### src/hdl/prrq_jobmem.sv
// job size store, one write port and one registered read port
// no dependencies
`default_nettype none
module prrq_jobmem #(
  parameter int DEPTH = 128,
  parameter int AW    = 7
) (
  input  wire logic          clk_i,
  input  wire logic          we_i,
  input  wire logic [AW-1:0] waddr_i,
  input  wire logic [15:0]   wdata_i,
  input  wire logic [AW-1:0] raddr_i,
  output logic      [15:0]   rdata_o
);

  logic [15:0] mem_q [DEPTH];

  always_ff @(posedge clk_i) begin
    if (we_i) begin
      mem_q[waddr_i] <= wdata_i;
    end
    rdata_o <= mem_q[raddr_i];
  end

endmodule
`default_nettype wire

### config.mk
export PLATFORM = sky130hd
export DESIGN_NAME = prrq_jobmem
export DESIGN_NICKNAME = d
export VERILOG_FILES = /design/src/hdl/prrq_jobmem.sv
export SDC_FILE = /design/constraint.sdc
export NUM_CORES = 2
export LEC_CHECK = 0
export BUFFER_PORTS_ARGS = -buffer_cell sky130_fd_sc_hd__buf_4
export CAP_MARGIN = 20
export CORE_ASPECT_RATIO = 2
export CORE_MARGIN = 10
export CORE_UTILIZATION = 65
export CTS_BUF_LIST = sky130_fd_sc_hd__clkbuf_2 sky130_fd_sc_hd__clkbuf_4 sky130_fd_sc_hd__clkbuf_8
export CTS_CLUSTER_DIAMETER = 50
export DETAILED_ROUTE_END_ITERATION = 16
export PLACE_DENSITY = 0.82
export SLEW_MARGIN = 20
export SYNTH_ARGS = -nofsm -noshare
export SYNTH_HDL_FRONTEND = slang
export SYNTH_SLANG_ARGS = --single-unit
### constraint.sdc
create_clock -name clk_i -period 4.06 [get_ports clk_i]
set_input_delay 0.812 -clock clk_i [delete_from_list [all_inputs] [get_ports clk_i]]
set_output_delay 0.812 -clock clk_i [all_outputs]
set_load 0.005 [all_outputs]
==> qor.yml <==
status:
  outcome: "completed"
floorplanning:
  pin_count: 48
  die_h_um: 512
  rows: 180
  die_w_um: 266
  die-area_um2: 136000
  core_area_um2: 120000
  initial_core_util_pct: 65.3
global_routing:
  use_met1_pct: 35.8
  antenna_found_initial: 26
  grt_pass1_vias: 40500
  grt.busiest_layer: "met2"
  use_met2_pct: 54.6
  grtUsageMet3_pct: 7.91
  overflow: 0
  grt_max_degree: 129
  grt_pass1_wl_mm: 308
  track_usage_pct: 32.9
min_path:
  min_path_type: "input pin to flip-flop"
  worstHoldStart: "wdata_i[7]"
  hold-path-cell-count: 1
  hold_end: "mem_q[82][7]"
place:
  io_buffer_count: 47
  placed_cell_area_um2: 82600
  gp_congestion: 0.886
  dp_hpwl_mm: 131
  dpl.cell_count: 4757
power_and_ir_drop:
  p_comb_share_pct: 5.8
  power_leakage_nw: 27.5
  seq_power_share_pct: 56.3
  p_sw_share_pct: 22.2
  power.density_nw_per_um2: 477
  clkPwrFrac_pct: 37.9
  p_int_mw: 32.6
  power_switching_mw: 9.33
  irDropWorstVdd_mv: 0.570
worst_setup_path:
  path_buf_inv: 4
  rr_worst_depth: 4
  path_common_cell: "mux4_2"
  worstSetupPathType: "input pin to flip-flop"
  reg2reg_from: "mem_q[93][9]"
  end_kind: "flip-flop"
  r2r_slack_ns: 1.36
  worstReg2RegEnd: "rdata_o[9]"
  worstSetupStartpointType: "input pin"
  required_ns: 4.90
  worstPathMaxFanout: 14
  critPathTopFamily: "multiplexers"
  cp.arrival_ns: 3.73
  worstPathCellList: "buf_8 -> buf_12 -> buf_4 -> buf_4 -> mux4_2 -> mux4_2 -> mux4_2 -> mux2_2"
  cp_slowest_stage_delay_ns: 0.58
  cpMaxStageDelayCell: "mux4_2"
sta:
  slew_headroom_pct: 16.9
  hold_viol: 0
  min_period_ns: 2.88
  skew_ns: 0.0812
  drv_slew: 0
  period_share_pct: 71.1
  rsz0062_at_grt: "false"
  setup_tns_ns: 0
  hold_ws_ns: 0.223
  fmax_mhz: 347
  setup_viol: 0
  worst_pin_slew_ns: 1.24
layout:
  design_area_um2: 88000
  post-route-util_pct: 73.2
  final_common_cell: "edfxtp_1"
  final_cell_mix: "2048 x edfxtp_1, 672 x mux4_2, 294 x clkbuf_8, 238 x buf_4, 122 x nor2_1"
  num-nets-final: 3522
  drive_above_1_share_pct: 38.2
  areaGrowthSynthToFinish_pct: 12.0
  final_cells: 5233
yosys:
  synth_seq_area_share_pct: 78.7
  synth_top_cells_by_area: "edfxtp_1 78%, mux4_2 19%, nor2_1 0.58%"
  ys_ff_latch: 2064
  synth_top_area_share_pct: 78.3
  synth_top_area_cell: "edfxtp_1"
  syn_inst: 3086
  ys_types: 17
  synth_nets: 3118
  synth-warning-count: 0
  netlist_area_um2: 78500
  syn_avg_cell_area_um2: 25.4
routing:
  drtPass1Iterations: 7
  drtIter0Drc: 6953
  ant_nets: 0
  route.detailed.drc: 0
  wirelength_mm: 226
  wire_per_inst_um: 43.2
  via_count: 39600
  via_per_inst: 7.57
clocking:
  cts.sinks: 2064
  cts.clk_slew.worst_paths_ns: 0.07
  worstSkewPairLatency_ns: 1.02
  numCtsBuffers: 277
  post_cts_buffers: 0
  cts_hold_buf: 0
  cts_tree: "yes"
  cts-resized-gates: 0
  cts_root_buffer: "clkbuf_8"
  h-tree-depth: 5
  clock_path_buffers: 4
run:
  max_cap_violations: 0
logic make-up (layout without fill, tap and decap cells):
group | count (synthesis) | after routing | synth area share [%]
buffers and inverters | 164 | 750 | 0.881
DFF | 2064 | 2064 | 78.7
muxes | 688 | 688 | 19.5
other | 0 | 14 | 0
and+or+nand+nor | 170 | 170 | 0.888
power groups by stage:
stage               clock network, mW  registers (mW)  logic (mW)
finish                           15.9            23.6        2.43
global route                     16.7            23.6        2.45
CTS                              15.9            23.6        2.32
detailed placement                  0            24.1        2.29
global placement                    0            24.0        2.20
floorplan                           0            24.0        1.15
worst max-delay path by stage:
stage	start	to	slack (ns)	cells past startpoint
after floorplan	raddr_i[0]	rdata_o[0]	0.75	6
after global routing	raddr_i[0]	rdata_o[0]	1.20	8
after CTS	raddr_i[0]	rdata_o[1]	1.30	8
after detailed placement	raddr_i[0]	rdata_o[0]	0.32	8
after global placement	raddr_i[0]	rdata_o[1]	0.35	8
final	raddr_i[0]	rdata_o[0]	1.18	8
final cells by class:
type / instances / area (µm²)
antenna: 14 / 35.0
tap: 1547 / 1940
clock buffer: 364 / 4570
fill: 5758 / 32300
sequential: 2064 / 61800
multi-input combinational: 858 / 16100
clock inverter: 97 / 781
timing repair buffer: 289 / 2790
layer usage:
layer / vias up / share of wire (%)
li1: 14300 / -
met1: 20000 / 26
met2: 4146 / 52
met3: 1166 / 12
met4: 28 / 9.9
met5: - / 0.088
synth_stat cells, drive strengths merged:
| cell type | count |
|---|---|
| dfxtp | 16 |
| nand3 | 12 |
| nor2 | 122 |
| nand2 | 14 |
| mux4 | 672 |
| buf | 82 |
| nor2b | 7 |
| mux2 | 16 |
| nand4 | 3 |
| or3 | 1 |
| nand2b | 2 |
| clkbuf | 82 |
| nor3 | 9 |
| edfxtp | 2048 |
worst register-to-register path: stages, from the launching register on:
cell,delay [ns]
edfxtp_1,0.49
mux4_2,0.65
mux4_2,0.60
mux4_2,0.50
mux2_2,0.28
metrics by stage:
| stage | power, mW | setup WS [ns] |
|---|---|---|
| 2_1_floorplan | 25.2 | 0.753 |
| 6_report | 42.0 | 1.18 |
| 3_3_place_gp | 26.2 | 0.349 |
| 4_1_cts | 41.8 | 1.30 |
| 3_5_place_dp | 26.4 | 0.317 |
| 5_1_grt | 42.7 | 1.20 |
sequential cells by signal (all words and copies together) (netlist names):
register,cells
mem_q,2048
rdata_o,16
No activity file was read; power rests on OpenSTA's default activity.
